<file path="src/hdl/c2bm_pkg.sv">
`timescale 1ns / 1ps
// ----------------------------------------------------------------------------
// c2bm_pkg
// Shared widths, codes, register map and control types of the 2-D
// convolution block with boundary folding.
// ----------------------------------------------------------------------------
package c2bm_pkg;

  localparam int MAX_ROWS_DEF   = 64;
  localparam int MAX_COLS_DEF   = 64;
  localparam int MAX_KERNEL_DEF = 5;

  localparam int POS_W  = 6;
  localparam int VAL_W  = 16;
  localparam int DIM_W  = 7;
  localparam int KDIM_W = 3;
  localparam int CRD_W  = 10;
  localparam int PROD_W = 32;
  localparam int RES_W  = 37;

  localparam int S_TDATA_W = 32;
  localparam int S_TUSER_W = 2;
  localparam int M_TDATA_W = 56;

  localparam int CFG_AW    = 5;
  localparam int REG_IDX_W = 3;

  localparam logic [REG_IDX_W-1:0] REG_IMAGE_ROWS    = 3'd0;
  localparam logic [REG_IDX_W-1:0] REG_IMAGE_COLS    = 3'd1;
  localparam logic [REG_IDX_W-1:0] REG_KERNEL_ROWS   = 3'd2;
  localparam logic [REG_IDX_W-1:0] REG_KERNEL_COLS   = 3'd3;
  localparam logic [REG_IDX_W-1:0] REG_BOUNDARY_MODE = 3'd4;

  localparam logic [DIM_W-1:0]  IMAGE_ROWS_RST  = 7'd64;
  localparam logic [DIM_W-1:0]  IMAGE_COLS_RST  = 7'd64;
  localparam logic [KDIM_W-1:0] KERNEL_ROWS_RST = 3'd5;
  localparam logic [KDIM_W-1:0] KERNEL_COLS_RST = 3'd5;

  typedef enum logic [1:0] {
    OP_LOAD_COEF  = 2'd0,
    OP_LOAD_PIXEL = 2'd1,
    OP_COMPUTE    = 2'd2,
    OP_NONE       = 2'd3
  } op_t;

  typedef enum logic [1:0] {
    BM_MIRROR    = 2'd0,
    BM_CIRCULAR  = 2'd1,
    BM_REPLICATE = 2'd2,
    BM_INVALID   = 2'd3
  } bmode_t;

  typedef struct packed {
    logic [DIM_W-1:0]  nr;
    logic [DIM_W-1:0]  nc;
    logic [KDIM_W-1:0] kr;
    logic [KDIM_W-1:0] kc;
    bmode_t            mode;
  } cfg_t;

  typedef struct packed {
    logic             tap;
    logic             first;
    logic             last;
    logic             bad;
    logic [POS_W-1:0] row;
    logic [POS_W-1:0] col;
  } seq_ctl_t;

  function automatic int addr_w(input int depth);
    return (depth > 1) ? $clog2(depth) : 1;
  endfunction

endpackage

</file>
<file path="src/hdl/c2bm_ram.sv">
`timescale 1ns / 1ps
// ----------------------------------------------------------------------------
// c2bm_ram
// Generic simple dual-port RAM, one write and one registered read per cycle.
// ----------------------------------------------------------------------------
module c2bm_ram #(
  parameter int WIDTH = 16,
  parameter int DEPTH = 64
) (
  input  logic                                 clk,
  input  logic                                 we,
  input  logic [c2bm_pkg::addr_w(DEPTH)-1:0]   waddr,
  input  logic [WIDTH-1:0]                     wdata,
  input  logic [c2bm_pkg::addr_w(DEPTH)-1:0]   raddr,
  output logic [WIDTH-1:0]                     rdata
);
  import c2bm_pkg::*;

  logic [WIDTH-1:0] mem [DEPTH];

  always_ff @(posedge clk) begin
    if (we) begin
      mem[waddr] <= wdata;
    end
    rdata <= mem[raddr];
  end

endmodule

</file>
<file path="config.mk">
export PLATFORM = sky130hd
export DESIGN_NAME = c2bm_ram
export DESIGN_NICKNAME = d
export VERILOG_FILES = /design/src/hdl/c2bm_pkg.sv /design/src/hdl/c2bm_ram.sv
export SDC_FILE = /design/constraint.sdc
export NUM_CORES = 1
export LEC_CHECK = 0
export BUFFER_PORTS_ARGS = -buffer_cell sky130_fd_sc_hd__buf_2
export CORE_AREA = 2 2 302 304
export DETAILED_ROUTE_END_ITERATION = 8
export DIE_AREA = 0 0 304 306
export GPL_ROUTABILITY_DRIVEN = 0
export MAX_ROUTING_LAYER = met4
export PLACE_DENSITY = 0.71
export SLEW_MARGIN = 30
export SYNTH_ARGS = -nofsm -noshare
export SYNTH_HDL_FRONTEND = slang
export SYNTH_SLANG_ARGS = --single-unit
export TNS_END_PERCENT = 1
</file>
<file path="constraint.sdc">
create_clock -name clk -period 4.6 [get_ports clk]
set_input_delay 0.23 -clock clk [delete_from_list [all_inputs] [get_ports clk]]
set_output_delay 0.23 -clock clk [all_outputs]
set_load 0.02 [all_outputs]
</file>
**After elaboration in Yosys (flattened, before gate mapping)**

Memory sizes are Yosys's and may differ from the RTL's. A register that Yosys moved wholly into a read port is not among the register bits.
Cells that the tools add are included.

- Register bits after elaboration: 0
- Memory bits (writable): 1024
- Input port bits: 30
- Memories kept: 1

Memory list:

| memory | depth | width | read ports | clocked after memory_dff | wr ports | RTL line | RTL |
|---|---|---|---|---|---|---|---|
| mem | 64 | 16 | 1 | 1 | 1 | c2bm_ram.sv:19 | `logic [WIDTH-1:0] mem [DEPTH];` |

- Muxes and demuxes: 2

Operators by type and width:

| cell | number |
|---|---|
| $mux 1 | 2 |

**Logic depth before layout (Yosys ltp)**

Gate-level depths: netlist of run 1.

- Word-level depth: 2
- Gate-level depth with buffers: 10

**Worst setup path before layout of run 1**

OpenSTA, ideal clock, no wires.

- Path type: input -> register
- Start point: input waddr[3] (netlist name)
- End point: memory mem[48][0] (enable)
- Data arrival time: 1.856 ns
- Slack: 2.335 ns
- Stages on the path: 4
- Buffers on the path: 1
- Path through: clkbuf_1 > nor2b_1 > nand4b_1 > nor3_1

RTL lines:

| element | RTL line | RTL |
|---|---|---|
| start, declared | c2bm_ram.sv:12 | `input logic [c2bm_pkg::addr_w(DEPTH)-1:0] waddr,` |
| end, declared | c2bm_ram.sv:19 |  |

Straight into the memory's write port.

==> results of run 1 <==
## registers in the layout, indices dropped and copies added (netlist names)
| register | flops |
|---|---|
| mem | 1024 |
| rdata | 16 |
## per-layer routing
| metal | share of wire, % | up-vias | track usage [%] |
|---|---|---|---|
| met1 | 39 | 10201 | 27.7 |
| li1 | - | 7975 | - |
| met4 | 3.2 | 0 | 7.17 |
| met3 | 10 | 185 | 4.28 |
| met5 | 0 | - | - |
| met2 | 48 | 1062 | 31.9 |
## placed cells by master (no fill, tap or decap), types with 10 or more instances in the layout
| cell | Yosys | final |
|---|---|---|
| edfxtp_1 | 1024 | 1024 |
| clkbuf_1 | 24 | 21 |
| nand4_1 | 12 | 12 |
| mux2_2 | 27 | 27 |
| clkinv_2 | 0 | 19 |
| diode_2 | 0 | 10 |
| a221oi_1 | 16 | 16 |
| nand3_1 | 24 | 24 |
| clkbuf_16 | 0 | 104 |
| nor2_1 | 72 | 62 |
| buf_4 | 13 | 97 |
| a21oi_1 | 17 | 17 |
| nand2_1 | 59 | 59 |
| dfxtp_1 | 16 | 16 |
| clkinv_1 | 0 | 19 |
| a22oi_1 | 39 | 39 |
| mux4_2 | 220 | 220 |
| mux2i_1 | 85 | 85 |
| nor2b_1 | 30 | 29 |
| buf_2 | 36 | 41 |
## stage by stage
step	setup WS (ps)	cells	hold WS, ps	utilization, %
5_1_grt	1980	3236	70.9	50.4
3_3_place_gp	1420	3046	707	46.7
6_report	2100	3239	95.2	50.4
2_1_floorplan	2340	1829	329	-
4_1_cts	2130	3229	44.2	50.3
3_5_place_dp	1420	3046	704	46.7
## cell usage after synthesis, types with 3 or more instances
cell type  count
nor4_2         3
a31oi_1        8
mux4_2       220
nor2b_1       30
o21ai_1        3
a311oi_1       8
a221oi_1      16
buf_2         36
a22o_1         6
a221o_1        6
a22oi_1       39
clkbuf_1      24
a211oi_1       8
a41oi_1        5
a211o_1        8
buf_12         5
nand4_1       12
mux2i_1       85
edfxtp_1    1024
buf_4         13
nand2_1       59
a21oi_1       17
o21ai_0        5
and4_1         5
nand3_1       24
nand2b_1       3
mux4_1         4
buf_8          3
nor2_1        72
mux2_2        27
dfxtp_1       16
buf_6         17
buf_1          3
## power by group through the flow
| stage | clock (mW) | sequential (mW) | combinational, mW |
|---|---|---|---|
| global route | 8.54 | 10.5 | 1.02 |
| CTS | 8.18 | 10.5 | 0.977 |
| detailed placement | 0 | 10.7 | 0.974 |
| global placement | 0 | 10.7 | 0.952 |
| finish | 8.09 | 10.5 | 0.972 |
| floorplan | 0 | 10.7 | 0.543 |
## layout make-up
| cell class | count | area (um2) |
|---|---|---|
| fill | 6879 | 44400 |
| sequential | 1040 | 31100 |
| multi-input combinational | 685 | 8300 |
| clock buffer | 127 | 2710 |
| tap | 1176 | 1470 |
| timing repair buffer | 145 | 1050 |
| clock inverter | 56 | 532 |
| antenna | 10 | 25.0 |
## kinds of logic after synthesis
| group | after synthesis | share of synthesized area (%) |
|---|---|---|
| flops | 1040 | 77.6 |
| mux | 336 | 15.5 |
| simple gates | 220 | 2.65 |
| compound gates | 129 | 2.41 |
| buf+inv | 104 | 1.83 |
## critical path: cells and delay by family
family	cells	cell delay [ps]
compound gates	3	1020
buf+inv	1	720
simple gates	2	1030
## how the worst max path moves through the flow
stage                     cells after the start         end  slack (ps)      from
after detailed placement                      6    rdata[5]        1420  raddr[2]
final                                         6   rdata[10]        2100  raddr[2]
after CTS                                     6    rdata[8]        2130  raddr[0]
after floorplan                               4  mem[48][0]        2340  waddr[3]
after global routing                          6    rdata[8]        1980  raddr[0]
after global placement                        6    rdata[5]        1420  raddr[2]
==> summary.md, run 1 <==
| Metric | Value |
|---|---|
| Status | `finished, final reports clean` |
| Antenna violations before repair | `14` |
| Yosys top cell area share | `76.8%` |
| # resized after CTS | `0` |
| Routed vias | `19423` |
| Synth async-reset ratio | `0%` |
| Total wire length | `93400 um` |
| Netlist cell types | `43` |
| Number of I/O port buffers | `45` |
| First-pass iteration count of the detailed router | `5` |
| Fin. max-slew vios | `0` |
| R2R Path End | `rdata[0]` |
| Sw frac | `21.1%` |
| Register area share after synthesis | `77.6%` |
| Worst Hold Path Cells | `3` |
| Num ports | `46` |
| Synth Flop Type | `edfxtp_1` |
| Residual DRC | `0` |
| CTS tree | `yes` |
| First-pass GRT wire length | `136000 um` |
| Worst Path Required | `5170 ps` |
| Synth Cell Area | `40000 um2` |
| Setup slack, reg-to-reg | `2340 ps` |
| Achievable frequency | `400 MHz` |
| Crit start category | `input pin` |
| FF-to-FF Start | `mem[61][0]` |
| Tmin final | `2500 ps` |
| DP Area | `41900 um2` |
| PwrDens | `434 nW/um2` |
| Total negative slack | `0 ps` |
| Hold crit path type | `input pin to flop` |
| Main area contributors after synthesis | `edfxtp_1, mux4_2, mux2i_1, dfxtp_1, mux2_2` |
| Flop pwr share | `53.8%` |
| Clk_lat worst skew | `670 ps` |
| Total CTS buffers | `103` |
| Synthesis Warnings | `0` |
| # hold bufs at CTS | `0` |
| Synth Area per Inst | `21.9 um2` |
| Layout Nets | `2005` |
| Row count | `110` |
| Grt ovf | `0` |
| Crit Path Class | `input pin to flop` |
| Mapped Nets | `1859` |
| P_int | `15.5 mW` |
| Overall Power | `19.6 mW` |
| Wirelength per Cell | `28.8 um` |
| Max clock buf depth | `3` |
| Gr usage total | `20.7%` |
| Die Y | `306 um` |
| Post-synth EDFFs | `1024` |
| Peak VDD IR | `0.290 mV` |
| CTS H-tree lvls | `3` |
| Clk_skew | `34.2 ps` |
| Leading area contributor after synthesis | `edfxtp_1` |
| Initial Utilization | `44.7%` |
| Actual slew at the worst max-slew pin | `1010 ps` |
| Min-Delay Endpoint | `rdata[13]` |
| RSZ-0062 raised after global routing | `false` |
| Switching power | `4.15 mW` |
| Cells after Synth | `1829` |
| Placeable Area | `89600 um2` |
| Final Hold Fails | `0` |
| Post-layout instance area | `45200 um2` |
| Largest net degree at the start of global routing | `105` |
| Share of cells above drive strength 1 | `27.0%` |
| Relative slew slack | `32.9%` |
| Comb pwr share | `5.0%` |
| Starting DRT DRC Count | `2694` |
| Synthesis-to-layout area growth | `12.8%` |
| Vias in the first global route | `19426` |
| WP data arrival | `3070 ps` |
| Clock sink count | `1040` |
| Seq cells post-synth | `1040` |
| Slowest CP cell | `clkbuf_8` |
| Final HPWL DP | `54300 um` |
| Worst Setup End Kind | `flop` |
| Worst R2R Path Depth | `4` |
| Worst path cell trace | `clkbuf_8 -> nor2b_1 -> a22oi_1 -> a41oi_1 -> o21ai_0 -> and4_1` |
| Crit share post-route | `54.4%` |
| Final Setup Violations | `0` |
| Vias/cell | `6.00` |
| CP Max Fanout | `104` |
| Slowest stage delay, CP | `720 ps` |
| Clock transition at path regs | `60 ps` |
| Leakage | `14.2 nW` |
| Postcts setup bufs | `0` |
| Max cap viols | `0` |
| Root buffer cell | `clkbuf_16` |
| Hold Startpoint | `raddr[5]` |
| Total die area | `93000 um2` |
| Final ANT Viol Nets | `0` |
| Clock Power Share | `41.3%` |
| Die width | `304 um` |
Note: power is estimated with default switching activity, not from simulation.
==> run 2, diff against run 1 <==
Clock period 4.6 ns to 2.55 ns, I/O delays scaled along.
==> run 2 against run 1 <==
Compared with the run above: clock power grew 87%; combinational power increased by 100%; global-route usage grew 0.62 points; worst hold slack got worse by 58 ps; critical path type is now flop to flop; critical endpoint is now rdata[4].
==> summary.md, run 2 (synthesis gave the netlist of run 1 again) <==
| Metric | Value |
|---|---|
| Final HPWL DP | `60000 um (+11%)` |
| Max cap viols | `0 (unchanged)` |
| Post-layout instance area | `46300 um2 (+2.6%)` |
| Sw frac | `20.8% (-0.37 points)` |
| Antenna violations before repair | `7 (-7)` |
| Max clock buf depth | `3 (unchanged)` |
| Final Instance Count excl. Fillers | `3350 (+3.4%)` |
| Total wire length | `95700 um (+2.5%)` |
| Largest net degree at the start of global routing | `65 (-38%)` |
| Root buffer cell | `clkbuf_16` |
| Clk_lat worst skew | `660 ps (about the same)` |
| Initial Utilization | `44.7% (unchanged)` |
| DP Area | `42900 um2 (+2.4%)` |
| Status | `finished, final reports clean` |
| Flop pwr share | `52.6% (-1.2 points)` |
| Commonest non-fill, non-tap cell in the layout | `edfxtp_1` |
| CP bufs+invs | `0 (-1)` |
| FF-to-FF Start | `mem[18][4]` |
| Clock transition at path regs | `60 ps (about the same)` |
| P_int | `28.6 mW (+85%)` |
| Worst Setup End Kind | `flop` |
| Gr usage total | `21.3% (+0.62 points)` |
| Tmin final | `2160 ps` |
| Num ports | `46 (unchanged)` |
| Number of flip-flops in the largest register | `1024 (unchanged)` |
| Worst path cell trace | `mux4_2 -> mux2i_1 -> a22oi_1 -> a31oi_1 -> a311oi_1` |
| Placeable Area | `89600 um2 (unchanged)` |
| Grt ovf | `0 (unchanged)` |
| Biggest register | `mem` |
| Hold crit path type | `input pin to flop` |
| Switching power | `7.49 mW (+81%)` |
| Clk_skew | `22.6 ps (-11.6 ps)` |
| Total die area | `93000 um2 (unchanged)` |
| Slowest stage delay, CP | `460 ps (-260 ps)` |
| CTS tree | `yes` |
| Relative slew slack | `45.4% (+13 points)` |
| # fillers | `6763 (-1.7%)` |
| Overall Power | `36.1 mW (+84%)` |
| RSZ-0062 raised after global routing | `false` |
| Vias/cell | `5.93 (-1.1%)` |
| Biggest regs | `mem (1024), rdata (16)` |
| Layout Nets | `2113 (+5.4%)` |
| Actual slew at the worst max-slew pin | `819 ps (-188 ps)` |
| Residual DRC | `0 (unchanged)` |
| Peak VDD IR | `0.463 mV (+60%)` |
| CP Max Fanout | `1 (-99%)` |
| Crit-path leading delay family | `multiplexers` |
| Crit share post-route | `84.5%` |
| Fin. max-slew vios | `0 (unchanged)` |
| Clock sink count | `1040 (unchanged)` |
| Post-Route Utilization | `51.7% (+1.3 points)` |
| Die width | `304 um (unchanged)` |
| CTS H-tree lvls | `3 (unchanged)` |
| Placed Cells | `3150 (+3.4%)` |
| Postcts setup bufs | `0 (unchanged)` |
| Clock Power Share | `41.9% (+0.6 points)` |
| Routed vias | `19860 (+2.2%)` |
| Crit Path Class | `flop to flop` |
| Final Setup Violations | `0 (unchanged)` |
| Number of I/O port buffers | `45 (unchanged)` |
| Synthesis-to-layout area growth | `15.7%` |
| Wirelength per Cell | `28.6 um (-0.90%)` |
| Hold Startpoint | `wdata[3]` |
| Slowest CP cell | `a31oi_1` |
| Setup crit start | `mem[18][4]` |
| Share of cells above drive strength 1 | `30.3% (+3.3 points)` |
| Leakage | `15.0 nW (+5.0%)` |
| Worst Path Required | `3070 ps (-2100 ps)` |
| First-pass iteration count of the detailed router | `8 (+3)` |
| Total CTS buffers | `100 (-2.9%)` |
| Starting DRT DRC Count | `2660 (-1.3%)` |
| Total negative slack | `0 ps (unchanged)` |
| WP data arrival | `2670 ps (-400 ps)` |
| Final ANT Viol Nets | `0 (unchanged)` |
| Die Y | `306 um (unchanged)` |
| PwrDens | `778 nW/um2 (+79%)` |
| First-pass GRT wire length | `140000 um (+3.2%)` |
| Most frequent cells in the layout | `edfxtp_1, mux4_2, buf_4` |
| Achievable frequency | `464 MHz` |
| Row count | `110 (unchanged)` |
| Comb pwr share | `5.4% (+0.4 points)` |
| Vias in the first global route | `19915 (+2.5%)` |
| Crit start category | `flop` |
| Final Hold Fails | `0 (unchanged)` |
==> run 2: final cells by class <==
cell class,count,area (um2),area share [%]
sequential,1040,31100,67.0
multi-input combinational,685,8250,17.8
clock buffer,125,2720,5.87
timing repair buffer,256,2150,4.63
tap,1176,1470,3.18
clock inverter,63,672,1.45
antenna,5,12.5,0.0270
==> run 2: worst reg2reg max path, cell delays in order (launching register included) <==
cell      delay (ps)
edfxtp_1         380
mux4_2           450
mux2i_1          370
a22oi_1          240
a31oi_1          460
a311oi_1         100
==> run 2: through the flow <==
| stage | hold slack [ps] | setup slack (ps) |
|---|---|---|
| CTS | 17.3 | 436 |
| global route | 30.7 | 380 |
| floorplan | 226 | 388 |
| detailed placement | 543 | -148 |
| finish | 37.3 | 394 |
| global placement | 545 | -114 |
==> run 2: power by group through the flow <==
stage	clock network (mW)	registers [mW]	logic (mW)
2_1_floorplan	0	19.4	0.980
3_3_place_gp	0	19.3	1.90
6_report	15.1	19.0	1.96
3_5_place_dp	0	19.3	1.94
4_1_cts	15.3	19.0	1.96
5_1_grt	16.0	19.0	2.06
==> run 2: timing repair <==
action,4_1_cts,5_1_grt
resized for setup,0,0
hold buffers,7,0
endpoints found under the setup margin,0,0
hold endpoints to repair,60,0
==> run 2: worst paths after layout <==
check	end	slack [ps]	cells past startpoint
min	mem[45][3]	40	1
max	rdata[4]	390	5
min reg2reg	rdata[14]	880	5
max reg2reg	rdata[4]	390	5
==> run 2: per-layer routing <==
| layer | global-route usage, % | vias up | wire length, um |
|---|---|---|---|
| met5 | - | - | 0 |
| met2 | 33.4 | 1080 | 46800 |
| met3 | 4.63 | 139 | 9670 |
| met4 | 5.50 | 0 | 2300 |
| met1 | 28.6 | 10437 | 37000 |
| li1 | - | 8204 | - |
