**src/hdl/c2bm_pkg.sv**
```systemverilog
`timescale 1ns / 1ps
// ----------------------------------------------------------------------------
// c2bm_pkg
// Shared widths, codes, register map and control types of the 2-D
// convolution block with boundary folding.
// ----------------------------------------------------------------------------
package c2bm_pkg;

  localparam int MAX_ROWS_DEF   = 64;
  localparam int MAX_COLS_DEF   = 64;
  localparam int MAX_KERNEL_DEF = 5;

  localparam int POS_W  = 6;
  localparam int VAL_W  = 16;
  localparam int DIM_W  = 7;
  localparam int KDIM_W = 3;
  localparam int CRD_W  = 10;
  localparam int PROD_W = 32;
  localparam int RES_W  = 37;

  localparam int S_TDATA_W = 32;
  localparam int S_TUSER_W = 2;
  localparam int M_TDATA_W = 56;

  localparam int CFG_AW    = 5;
  localparam int REG_IDX_W = 3;

  localparam logic [REG_IDX_W-1:0] REG_IMAGE_ROWS    = 3'd0;
  localparam logic [REG_IDX_W-1:0] REG_IMAGE_COLS    = 3'd1;
  localparam logic [REG_IDX_W-1:0] REG_KERNEL_ROWS   = 3'd2;
  localparam logic [REG_IDX_W-1:0] REG_KERNEL_COLS   = 3'd3;
  localparam logic [REG_IDX_W-1:0] REG_BOUNDARY_MODE = 3'd4;

  localparam logic [DIM_W-1:0]  IMAGE_ROWS_RST  = 7'd64;
  localparam logic [DIM_W-1:0]  IMAGE_COLS_RST  = 7'd64;
  localparam logic [KDIM_W-1:0] KERNEL_ROWS_RST = 3'd5;
  localparam logic [KDIM_W-1:0] KERNEL_COLS_RST = 3'd5;

  typedef enum logic [1:0] {
    OP_LOAD_COEF  = 2'd0,
    OP_LOAD_PIXEL = 2'd1,
    OP_COMPUTE    = 2'd2,
    OP_NONE       = 2'd3
  } op_t;

  typedef enum logic [1:0] {
    BM_MIRROR    = 2'd0,
    BM_CIRCULAR  = 2'd1,
    BM_REPLICATE = 2'd2,
    BM_INVALID   = 2'd3
  } bmode_t;

  typedef struct packed {
    logic [DIM_W-1:0]  nr;
    logic [DIM_W-1:0]  nc;
    logic [KDIM_W-1:0] kr;
    logic [KDIM_W-1:0] kc;
    bmode_t            mode;
  } cfg_t;

  typedef struct packed {
    logic             tap;
    logic             first;
    logic             last;
    logic             bad;
    logic [POS_W-1:0] row;
    logic [POS_W-1:0] col;
  } seq_ctl_t;

  function automatic int addr_w(input int depth);
    return (depth > 1) ? $clog2(depth) : 1;
  endfunction

endpackage

```
**src/hdl/c2bm_fold.sv**
```systemverilog
`timescale 1ns / 1ps
// ----------------------------------------------------------------------------
// c2bm_fold
// Folds one tap coordinate back into the image by the boundary mode and
// flags an outside tap under the invalid mode.
// ----------------------------------------------------------------------------
module c2bm_fold #(
  parameter int MAX_KERNEL = c2bm_pkg::MAX_KERNEL_DEF
) (
  input  logic signed [c2bm_pkg::CRD_W-1:0] p,
  input  logic [c2bm_pkg::DIM_W-1:0]        n,
  input  c2bm_pkg::bmode_t                  mode,
  output logic [c2bm_pkg::DIM_W-1:0]        idx,
  output logic                              bad
);
  import c2bm_pkg::*;

  // a tap lies at most half a kernel outside, so a few wrap steps suffice
  localparam int WRAP_STEPS = (MAX_KERNEL / 2 + 1) / 2;

  logic signed [CRD_W-1:0] ns;
  logic signed [CRD_W-1:0] hi;
  logic signed [CRD_W-1:0] mir;
  logic signed [CRD_W-1:0] wrp;
  logic signed [CRD_W-1:0] sel;
  logic                    in_img;

  assign ns     = {{(CRD_W-DIM_W){1'b0}}, n};
  assign hi     = ns - CRD_W'(1);
  assign in_img = (p >= 0) && (p < ns);

  always_comb begin
    mir = (p < 0) ? -p : (ns + ns - p - CRD_W'(2));
    if (mir < 0) begin
      mir = '0;
    end else if (mir > hi) begin
      mir = hi;
    end
    wrp = p;
    for (int i = 0; i < WRAP_STEPS; i++) begin
      if (wrp < 0) begin
        wrp = wrp + ns;
      end else if (wrp >= ns) begin
        wrp = wrp - ns;
      end
    end
    bad = 1'b0;
    if (in_img) begin
      sel = p;
    end else begin
      unique case (mode)
        BM_MIRROR:    sel = mir;
        BM_CIRCULAR:  sel = wrp;
        BM_REPLICATE: sel = (p < 0) ? '0 : hi;
        BM_INVALID: begin
          sel = '0;
          bad = 1'b1;
        end
        default:      sel = '0;
      endcase
    end
    idx = sel[DIM_W-1:0];
  end

endmodule

```
**src/hdl/c2bm_seq.sv**
```systemverilog
`timescale 1ns / 1ps
// ----------------------------------------------------------------------------
// c2bm_seq
// Input sequencer: writes loads into the two memories and walks the kernel
// taps of a compute, issuing one image and one coefficient read per cycle.
// ----------------------------------------------------------------------------
module c2bm_seq #(
  parameter int MAX_ROWS   = c2bm_pkg::MAX_ROWS_DEF,
  parameter int MAX_COLS   = c2bm_pkg::MAX_COLS_DEF,
  parameter int MAX_KERNEL = c2bm_pkg::MAX_KERNEL_DEF
) (
  input  logic                                                   clk,
  input  logic                                                   rst,
  input  c2bm_pkg::cfg_t                                         cfg,
  input  logic                                                   s_tvalid,
  output logic                                                   s_tready,
  input  logic [c2bm_pkg::S_TDATA_W-1:0]                         s_tdata,
  input  logic [c2bm_pkg::S_TUSER_W-1:0]                         s_tuser,
  output logic                                                   img_we,
  output logic [c2bm_pkg::addr_w(MAX_ROWS*MAX_COLS)-1:0]         img_waddr,
  output logic [c2bm_pkg::addr_w(MAX_ROWS*MAX_COLS)-1:0]         img_raddr,
  output logic                                                   coef_we,
  output logic [c2bm_pkg::addr_w(MAX_KERNEL*MAX_KERNEL)-1:0]     coef_waddr,
  output logic [c2bm_pkg::addr_w(MAX_KERNEL*MAX_KERNEL)-1:0]     coef_raddr,
  output logic [c2bm_pkg::VAL_W-1:0]                             wdata,
  output c2bm_pkg::seq_ctl_t                                     ctl,
  input  logic                                                   done
);
  import c2bm_pkg::*;

  localparam int IMG_AW = addr_w(MAX_ROWS * MAX_COLS);
  localparam int KAW    = addr_w(MAX_KERNEL * MAX_KERNEL);

  typedef enum logic [2:0] {
    S_IDLE  = 3'b001,
    S_RUN   = 3'b010,
    S_DRAIN = 3'b100
  } state_t;

  state_t             state;
  state_t             state_next;
  logic [POS_W-1:0]   row;
  logic [POS_W-1:0]   col;
  logic [KDIM_W-1:0]  ii;
  logic [KDIM_W-1:0]  jj;
  logic               bad;
  logic [KDIM_W-1:0]  ii_next;
  logic [KDIM_W-1:0]  jj_next;
  logic               bad_next;

  op_t                op;
  logic [POS_W-1:0]   in_row;
  logic [POS_W-1:0]   in_col;
  logic               accept;
  logic               start;
  logic               row_end;
  logic               last;

  logic signed [CRD_W-1:0] pr;
  logic signed [CRD_W-1:0] pc;
  logic [DIM_W-1:0]        r_idx;
  logic [DIM_W-1:0]        c_idx;
  logic                    r_bad;
  logic                    c_bad;

  assign op     = op_t'(s_tuser);
  assign in_row = s_tdata[POS_W-1:0];
  assign in_col = s_tdata[2*POS_W-1:POS_W];
  assign wdata  = s_tdata[2*POS_W+VAL_W-1:2*POS_W];

  assign s_tready = (state == S_IDLE);
  assign accept   = s_tvalid && s_tready;

  assign coef_we    = accept && (op == OP_LOAD_COEF) &&
                      (32'(in_row) < MAX_KERNEL) && (32'(in_col) < MAX_KERNEL);
  assign coef_waddr = KAW'(in_row * MAX_KERNEL) + KAW'(in_col);
  assign img_we     = accept && (op == OP_LOAD_PIXEL) &&
                      (32'(in_row) < MAX_ROWS) && (32'(in_col) < MAX_COLS);
  assign img_waddr  = IMG_AW'(in_row * MAX_COLS) + IMG_AW'(in_col);
  assign start      = accept && (op == OP_COMPUTE) &&
                      ({1'b0, in_row} < cfg.nr) && ({1'b0, in_col} < cfg.nc);

  // tap position relative to the kernel center
  assign pr = CRD_W'(row) + CRD_W'(ii) - CRD_W'(cfg.kr >> 1);
  assign pc = CRD_W'(col) + CRD_W'(jj) - CRD_W'(cfg.kc >> 1);

  c2bm_fold #(.MAX_KERNEL(MAX_KERNEL)) u_fold_row (
    .p    (pr),
    .n    (cfg.nr),
    .mode (cfg.mode),
    .idx  (r_idx),
    .bad  (r_bad)
  );

  c2bm_fold #(.MAX_KERNEL(MAX_KERNEL)) u_fold_col (
    .p    (pc),
    .n    (cfg.nc),
    .mode (cfg.mode),
    .idx  (c_idx),
    .bad  (c_bad)
  );

  assign img_raddr  = IMG_AW'(r_idx * MAX_COLS) + IMG_AW'(c_idx);
  assign coef_raddr = KAW'(ii * MAX_KERNEL) + KAW'(jj);

  assign row_end = (jj == cfg.kc - KDIM_W'(1));
  assign last    = row_end && (ii == cfg.kr - KDIM_W'(1));

  always_comb begin
    state_next = state;
    ii_next    = ii;
    jj_next    = jj;
    bad_next   = bad;
    unique case (state)
      S_IDLE: begin
        if (start) begin
          state_next = S_RUN;
          ii_next    = '0;
          jj_next    = '0;
          bad_next   = 1'b0;
        end
      end
      S_RUN: begin
        bad_next = bad || r_bad || c_bad;
        if (row_end) begin
          jj_next = '0;
          ii_next = ii + KDIM_W'(1);
        end else begin
          jj_next = jj + KDIM_W'(1);
        end
        if (last) begin
          state_next = S_DRAIN;
        end
      end
      S_DRAIN: begin
        if (done) begin
          state_next = S_IDLE;
        end
      end
      default: state_next = S_IDLE;
    endcase
  end

  always_ff @(posedge clk) begin
    if (rst) begin
      state <= S_IDLE;
    end else begin
      state <= state_next;
    end
  end

  always_ff @(posedge clk) begin
    ii  <= ii_next;
    jj  <= jj_next;
    bad <= bad_next;
    if (start) begin
      row <= in_row;
      col <= in_col;
    end
  end

  assign ctl.tap   = (state == S_RUN);
  assign ctl.first = (ii == '0) && (jj == '0);
  assign ctl.last  = last;
  assign ctl.bad   = bad;
  assign ctl.row   = row;
  assign ctl.col   = col;

endmodule

```
**config.mk**
```make
export PLATFORM = sky130hd
export DESIGN_NAME = c2bm_seq
export DESIGN_NICKNAME = d
export VERILOG_FILES = /design/src/hdl/c2bm_pkg.sv /design/src/hdl/c2bm_fold.sv /design/src/hdl/c2bm_seq.sv
export SDC_FILE = /design/constraint.sdc
export NUM_CORES = 1
export LEC_CHECK = 0
export ABC_CLOCK_PERIOD_IN_PS = 9630
export BUFFER_PORTS_ARGS = -buffer_cell sky130_fd_sc_hd__clkbuf_2
export CORE_UTILIZATION = 62
export CTS_CLUSTER_DIAMETER = 50
export DETAILED_ROUTE_END_ITERATION = 6
export GPL_ROUTABILITY_DRIVEN = 0
export GPL_TIMING_DRIVEN = 0
export PLACE_DENSITY_LB_ADDON = 0.12
export SYNTH_ARGS = -nofsm -noshare
export SYNTH_HDL_FRONTEND = slang
export SYNTH_SLANG_ARGS = --single-unit
export TNS_END_PERCENT = 50
```
**constraint.sdc**
```tcl
create_clock -name clk -period 9.63 [get_ports clk]
set_input_delay 0 -clock clk [delete_from_list [all_inputs] [get_ports clk]]
set_output_delay 0 -clock clk [all_outputs]
set_load 0.1 [all_outputs]
```
Word-level counts from Yosys, hierarchy flattened
Cells that the tools add are included.
- register bits after elaboration: 22
- latch bits: 0
- RAM bits: 0
- ROM bits: 0
- input bits: 60
- output and inout port bits: 69
- logic and storage cells: 116
- memories kept: 0
- $add $sub $neg: 26
- $mul: 2
- divide/modulo/power cells: 0
- order comparisons: 16
- equality and inequality tests: 14
- shifts and indexed selects: 0
- muxes and demuxes: 30
- bitwise gates (word level): 0
- reduce and logical (&&, ||, !) cells: 22
- operators by type and width (kind ; number):
    7-bit two-way mux ; 6
    6-bit two-way mux ; 6
    7-bit case mux with 4 select lines ; 1
    6-bit case mux with 4 select lines ; 1
    10-bit by 8-bit > comparator with 1-bit output ; 2
    10-bit by 1-bit less-than comparator with 1-bit output, second input constant ; 2
    10-bit two-way mux ; 2
    8-bit negation with 10-bit output ; 2
    10-bit by 3-bit subtractor with 10-bit output, second input constant ; 2
    9-bit by 8-bit subtractor with 10-bit output ; 2
    3-bit two-way mux ; 6
    7-bit by 7-bit adder with 8-bit output ; 2
    8-bit by 1-bit greater-or-equal comparator with 1-bit output, second input constant ; 2
    8-bit greater-or-equal comparator ; 2
    8-bit by 1-bit less-than comparator with 1-bit output, second input constant ; 2
    8-bit less-than comparator ; 2
    7-bit by 1-bit subtractor with 8-bit output, second input constant ; 2
    7-bit by 2-bit subtractor with 8-bit output ; 2
    6-bit by 3-bit adder with 7-bit output ; 2
    6-bit by 7-bit less-than comparator with 1-bit output ; 2
    12-bit by 6-bit adder with 12-bit output ; 1
    12-bit by 7-bit adder with 12-bit output ; 1
    1-bit logical AND ; 12
    6-bit by 3-bit less-than comparator with 1-bit output, second input constant ; 2
    other kinds (28) ; 44

Longest topological paths before layout
- depth in word-level cells: 11
- mapped depth: 34
- gate-level depth less buffers: 33

Hierarchy
Synthesis repeated with hierarchy kept, for this count alone.
- cell total of the unflattened synthesis: 839
- area total of the unflattened synthesis: 6667.6 um^2
- by module, submodules not included (module ; times used ; cells an instance ; area each (um^2) ; seq. area each (um^2)):
    c2bm_seq ; 1 ; 281 ; 2662.6 ; 630.6
    c2bm_fold (u_fold_col) ; 1 ; 277 ; 2026.9 ; 0.0
    c2bm_fold (u_fold_row) ; 1 ; 281 ; 1978.1 ; 0.0

Least setup slack after synthesis
No wires, ideal clock.
- kind: register to output
- from: reg row[1]
- to: out img_raddr[10] (netlist bit)
- data arrival time: 7.705 ns
- data required time: 9.630 ns
- path slack: 1.925 ns
- cell stages (with the launch flop): 30
- buffers on the path: 0
- path through: edfxtp_1 inv_1 fa_1 inv_1 ha_1 a211oi_2 or2_1 xnor2_1 inv_1 ha_1 inv_1 ha_1 a21oi_1 nor2b_1 o21a_1 o21ai_0 a21oi_1 or3_1 a21oi_1 ha_1 o31ai_1 o22ai_1 and2_1 a211oi_1 a221oi_1 a21oi_1 ha_1 ha_1 nand3_1 xnor2_1
- cells in the longest elaborated chain, start to end: 11
- elaborated cells between the ends (all ways): 23
- those cells by class: 8 x add/sub; 6 x order compare; 8 x mux; 1 x reduce/logical
- ends and longest elaborated chain (what ; line ; RTL):
    from (decl) ; c2bm_seq.sv:42 ; logic [POS_W-1:0] row;
    from (signal assigned) ; c2bm_seq.sv:157 ; row <= in_row;
    6-bit by 3-bit adder with 7-bit output * ; c2bm_seq.sv:84 ; assign pr = CRD_W'(row) + CRD_W'(ii) - CRD_W'(cfg.kr >> 1);
    7-bit by 2-bit subtractor with 8-bit output * ; c2bm_seq.sv:84 ;
    9-bit by 8-bit subtractor with 10-bit output ; c2bm_fold.sv:33 ; mir = (p < 0) ? -p : (ns + ns - p - CRD_W'(2));
    10-bit by 3-bit subtractor with 10-bit output ; c2bm_fold.sv:33 ;
    10-bit two-way mux ; c2bm_fold.sv:33 ;
    10-bit by 8-bit > comparator with 1-bit output ; c2bm_fold.sv:36 ; end else if (mir > hi) begin
    6-bit two-way mux ; c2bm_fold.sv:36 ;
    6-bit two-way mux ; c2bm_fold.sv:34 ; if (mir < 0) begin
    6-bit case mux with 4 select lines ; c2bm_fold.sv:51 ; unique case (mode)
    6-bit two-way mux * ; c2bm_fold.sv:48 ; if (in_img) begin
    12-bit by 7-bit adder with 12-bit output * ; c2bm_seq.sv:103 ; assign img_raddr = IMG_AW'(r_idx * MAX_COLS) + IMG_AW'(c_idx);
    to (decl) ; c2bm_seq.sv:21 ; output logic [c2bm_pkg::addr_w(MAX_ROWS*MAX_COLS)-1:0] img_raddr,
Mark *: on every way between the ends. The rest lies on a longest branch, timed or not.

Worst setup path after layout
- from: reg jj[1]
- to: out img_raddr[10] (netlist bit)
- cells in the longest elaborated chain, start to end: 11
- elaborated cells between the ends (all ways): 23
- those cells by class: 8 x add/sub; 6 x order compare; 8 x mux; 1 x reduce/logical
- ends and longest elaborated chain (what ; line ; RTL):
    from (decl) ; c2bm_seq.sv:45 ; logic [KDIM_W-1:0] jj;
    from (signal assigned) ; c2bm_seq.sv:154 ; jj <= jj_next;
    6-bit by 3-bit adder with 7-bit output * ; c2bm_seq.sv:85 ; assign pc = CRD_W'(col) + CRD_W'(jj) - CRD_W'(cfg.kc >> 1);
    7-bit by 2-bit subtractor with 8-bit output * ; c2bm_seq.sv:85 ;
    9-bit by 8-bit subtractor with 10-bit output ; c2bm_fold.sv:33 ;
    10-bit by 3-bit subtractor with 10-bit output ; c2bm_fold.sv:33 ;
    10-bit two-way mux ; c2bm_fold.sv:33 ;
    10-bit by 8-bit > comparator with 1-bit output ; c2bm_fold.sv:36 ;
    7-bit two-way mux ; c2bm_fold.sv:36 ;
    7-bit two-way mux ; c2bm_fold.sv:34 ;
    7-bit case mux with 4 select lines ; c2bm_fold.sv:51 ;
    7-bit two-way mux * ; c2bm_fold.sv:48 ;
    12-bit by 7-bit adder with 12-bit output * ; c2bm_seq.sv:103 ;
Marks and branches as above.

==> results.md <==
- The flow ran to the end, and the final reports show no timing, DRC or antenna violations.
- The count of buffers added on input and output ports is 107.
- The number of sinks driven by the clock tree is 22.
- The number of detailed-routing iterations run before antenna repair is 6.
- The element type at the critical path start is a flip-flop.
- The number of synthesis warnings is 0.
- The area growth from synthesis to layout is 13.15%.
- Counting every instance in the synthesized netlist gives 779.
- The post-synthesis cell area is approximately 6300 um^2.
- Global routing used 34.28% of the available tracks.
- The post-route clock period utilization is 80.20%.
- By area the synthesized netlist is led by ha_1 26%, edfxtp_1 9.1%, inv_1 6.5%.
- The number of setup buffers added after CTS is 0.
- The maximum frequency from static timing analysis is ~130 MHz.
- The post-route non-filler standard cell count is 1028.
- The floorplan has 36 rows.
- Once detail routing completed, the nets flagged for antenna violations numbered 0.
- The share of synthesized area occupied by flip-flops and latches is between 10% and 20%.
- The data arrival at the endpoint of the critical path is between 7 and 8 ns.
- The class of the most critical hold timing path is input port to flip-flop.
- The core area is a little under 10000 um^2.
- After detailed routing, the number of remaining DRC violations is 0.
- The final hold violation count is 0.
- After global routing the overflow that remains totals 0.
- The fraction of registers with async set/reset is 0%.
- The layout filler cell count is 800.
- For this design the static power due to leakage is about 3.7 nW.
- The initial utilization of the core area, before any placement, comes to around 64%.
- The maximum root-to-sink buffer count is 2.
- After Yosys synthesis, and, or, nand and nor cells account for between 10% and 20% of the synthesized area.
- Of the cells placed in the final design, the portion with a size suffix greater than 1 is a little under a fifth.
- The global-route wire length before repair is ~28000 um.
- The synthesized design spends more area on one cell type than any other, namely ha_1.
- The power density over cell area is 148.8 nW/um^2.
- The endpoint class of the critical path is an output pin.
- IR analysis of the VDD net gives a maximum drop of about 0.18 mV.
- The transition time at the pin with the least slew margin is 0.9214 ns.
- The number of distinct library cell variants in the gate-level netlist after synthesis is between 70 and 80.
- After clock tree synthesis, the clock-pin slew on the worst setup and hold paths is approximately 0.090 ns.
- The post-cts resize count is 0.
- Buffers inserted during clock tree synthesis total 3.
- The final critical path time including I/O delays and setup is between 7 and 8 ns.
- By startpoint and endpoint, the worst setup path is classified as flip-flop to output pin.
- The total chip power is 1.054 mW.
- The synthesized design contains 19 enable-type register cells.
- The count of boundary I/O pins is approximately 130.
- The repair_antennas step left the layout with diodes totalling 0.
- The via count of the first global-routing pass is 6163.
- Between clock sinks in the finished design, the worst skew comes to ~0.0032 ns.
- Setup repair after global routing left no endpoint under its margin.
- After legalization and detailed placement, the total HPWL measured about 14000 um.
- The number of nets handed over by synthesis was around 1000.
- Dividing the detail-routed via count by the number of cells gives between 6 and 7.
- The most instantiated flip-flop cell in the synthesis netlist is edfxtp_1.
- The adder and majority cell fraction of the synthesized area is a little under a third.
- The detailed-route wire length per cell is ~17 um.
- After synthesis, the largest family of logic cells by area is adder cells.
- Once routing completed, OpenROAD measured the worst setup slack at roughly 1.9 ns.
- The tool flagged a number of max-cap violations equal to 0.
- Headroom to the max-slew limit came out at 37.79%.
- The die height is ~100 um.
- The number of slew-limit violations in the final report is 0.
- For the final routed database, the setup TNS stands at 0 ns.
- Setup violations remaining at the end of the flow were counted as 0.
- The flip-flop and latch count after synthesis is 22.
- The net count of the finished layout is 1102.
- Counting tap cells, the placed design contains a total of around 1000 instances.
- Averaged over all synthesized cells, the footprint is between 8 and 9 um^2.
- The overall routed net length is ~17000 um.
- The minimum hold slack is between 0.0003 and 0.0004 ns.
- The later pin in the worst-skew pair is clocked with a latency of 0.27 ns.
- The overall via count from detail_route is ~6200.
- TritonCTS built the clock tree.
- Data on the critical path is required at its endpoint by between 9 and 10 ns.
- The master cell of the clock root buffer is clkbuf_8.
- Among all cell types in the netlist, the one instantiated most often is ha_1.
- In the synthesized netlist, the cells that appear most often are 131 x ha_1, 109 x inv_1, 59 x nor2_1, 55 x a21oi_1, 45 x xnor2_1.
- OpenSTA, run right after detailed placement, puts the worst setup slack at between 2 and 2.5 ns.
- Summing the areas of all compound-gate instances in the mapped netlist gives a little over a fifth of the synthesized area.
- The initial antenna violation count is 0.
- Along the worst path, the maximum fanout reaches 9.
- The portion of synthesized area spent on multiplexers is under 10%.
- The post-synthesis xor/xnor area fraction is 9.714%.
- CTS built an H-tree with a depth of 1.
- The largest net degree at the start of global routing is 14.
- Measured along the x axis, the die boundary spans 102.5 um.
- The detailed router finished its first iteration with a little under 400 violations.
- The top cell type by area accounts for between 20% and 30% of the synthesized area.
- The die covers ~11000 um^2.
==> routing by layer <==
metal | up-vias | share of wire (%) | track usage, %
li1 | 2946 | - | -
met4 | 0 | 2.1 | 11.54
met2 | 334 | 48 | 60.67
met1 | 2851 | 41 | 42.23
met5 | - | 0 | 0
met3 | 42 | 8.9 | 5.198
==> through the flow <==
stage                     instance area, um^2  utilization, %
after floorplan                          6260               -
after global placement                   6962           71.22
after detailed placement                 6962           71.22
after CTS                                7083           72.47
after global routing                     7083           72.47
final                                    7083           72.47
==> flip-flops by register name (all words and copies together) (netlist names) <==
signal,count
row,6
ii,3
col,6
jj,3
state,3
bad,1
==> final cells by class <==
type                    count  area (um^2)  share of cell area [%]
well taps                 133        166.4                   2.349
inverters                 111        416.7                   5.882
repair buffers            112        585.6                   8.267
plain buffers              42        276.5                   3.904
clock inverters             1        30.03                  0.4240
clock buffers               3        41.29                  0.5829
flip-flops and latches     22        630.6                   8.903
multi-input cells         604         4936                   69.69
==> repair_timing <==
| item | in CTS | in global routing |
|---|---|---|
| setup endpoints to repair | 0 | 0 |
| hold endpoints to repair | 7 | 0 |
| hold buffers | 5 | 0 |
==> layout by cell type, fill, tap and decap left out, drive strengths merged, types with 8 or more instances in the layout <==
master	Yosys	layout
ha	131	131
o21bai	12	12
fa	15	15
buf	37	37
xnor2	46	46
a21oi	55	55
nor2	60	60
nor3	17	17
clkbuf	5	115
nand2	31	31
nor2b	8	8
edfxtp	19	19
nand3	17	17
a21o	25	25
o21ai	33	33
inv	111	111
xor2	20	20
nand2b	9	9
o211ai	8	8
==> worst paths after layout <==
| check | start | to | slack (ns) | cells past startpoint |
|---|---|---|---|---|
| setup / recovery | jj[1] | img_raddr[10] | 1.91 | 26 |
| hold / removal | s_tdata[8] | col[2] | 0.0004 | 1 |
| setup reg to reg | jj[1] | bad | 4.90 | 13 |
| hold reg to reg | state[0] | state[2] | 0.49 | 1 |
==> where the power goes <==
part	total, mW	leakage, nW	switching, mW	internal [mW]
clock network	0.0885	0.0357	0.0329	0.0556
logic	0.857	3.42	0.592	0.265
registers	0.108	0.199	0.00248	0.106
==> critical path: stages, from the launching register on <==
cell      delay, ns
edfxtp_1       0.53
fa_1           0.52
ha_1           0.32
a21o_1         0.18
a21o_1         0.23
xor2_1         0.67
ha_1           0.37
inv_1          0.06
ha_1           0.19
a21o_1         0.13
a21oi_1        0.11
o21bai_1       0.15
a21oi_1        0.11
o311ai_0       0.78
inv_1          0.17
ha_1           0.35
nor4b_1        0.39
nand2_1        0.09
o311a_1        0.46
a21oi_1        0.18
nor2_1         0.05
o31ai_1        0.27
ha_1           0.24
ha_1           0.20
nand3_1        0.10
xnor2_1        0.15
clkbuf_2       0.47
==> cell families (layout without fill, tap and decap cells) <==
group | count (synthesis) | count (layout)
flops | 22 | 22
simple gates | 188 | 188
fa+ha+maj | 146 | 146
buf+inv | 153 | 269
mux | 9 | 9
xor+xnor | 67 | 67
compound gates | 194 | 194
Note: power is estimated with default switching activity, not from simulation.
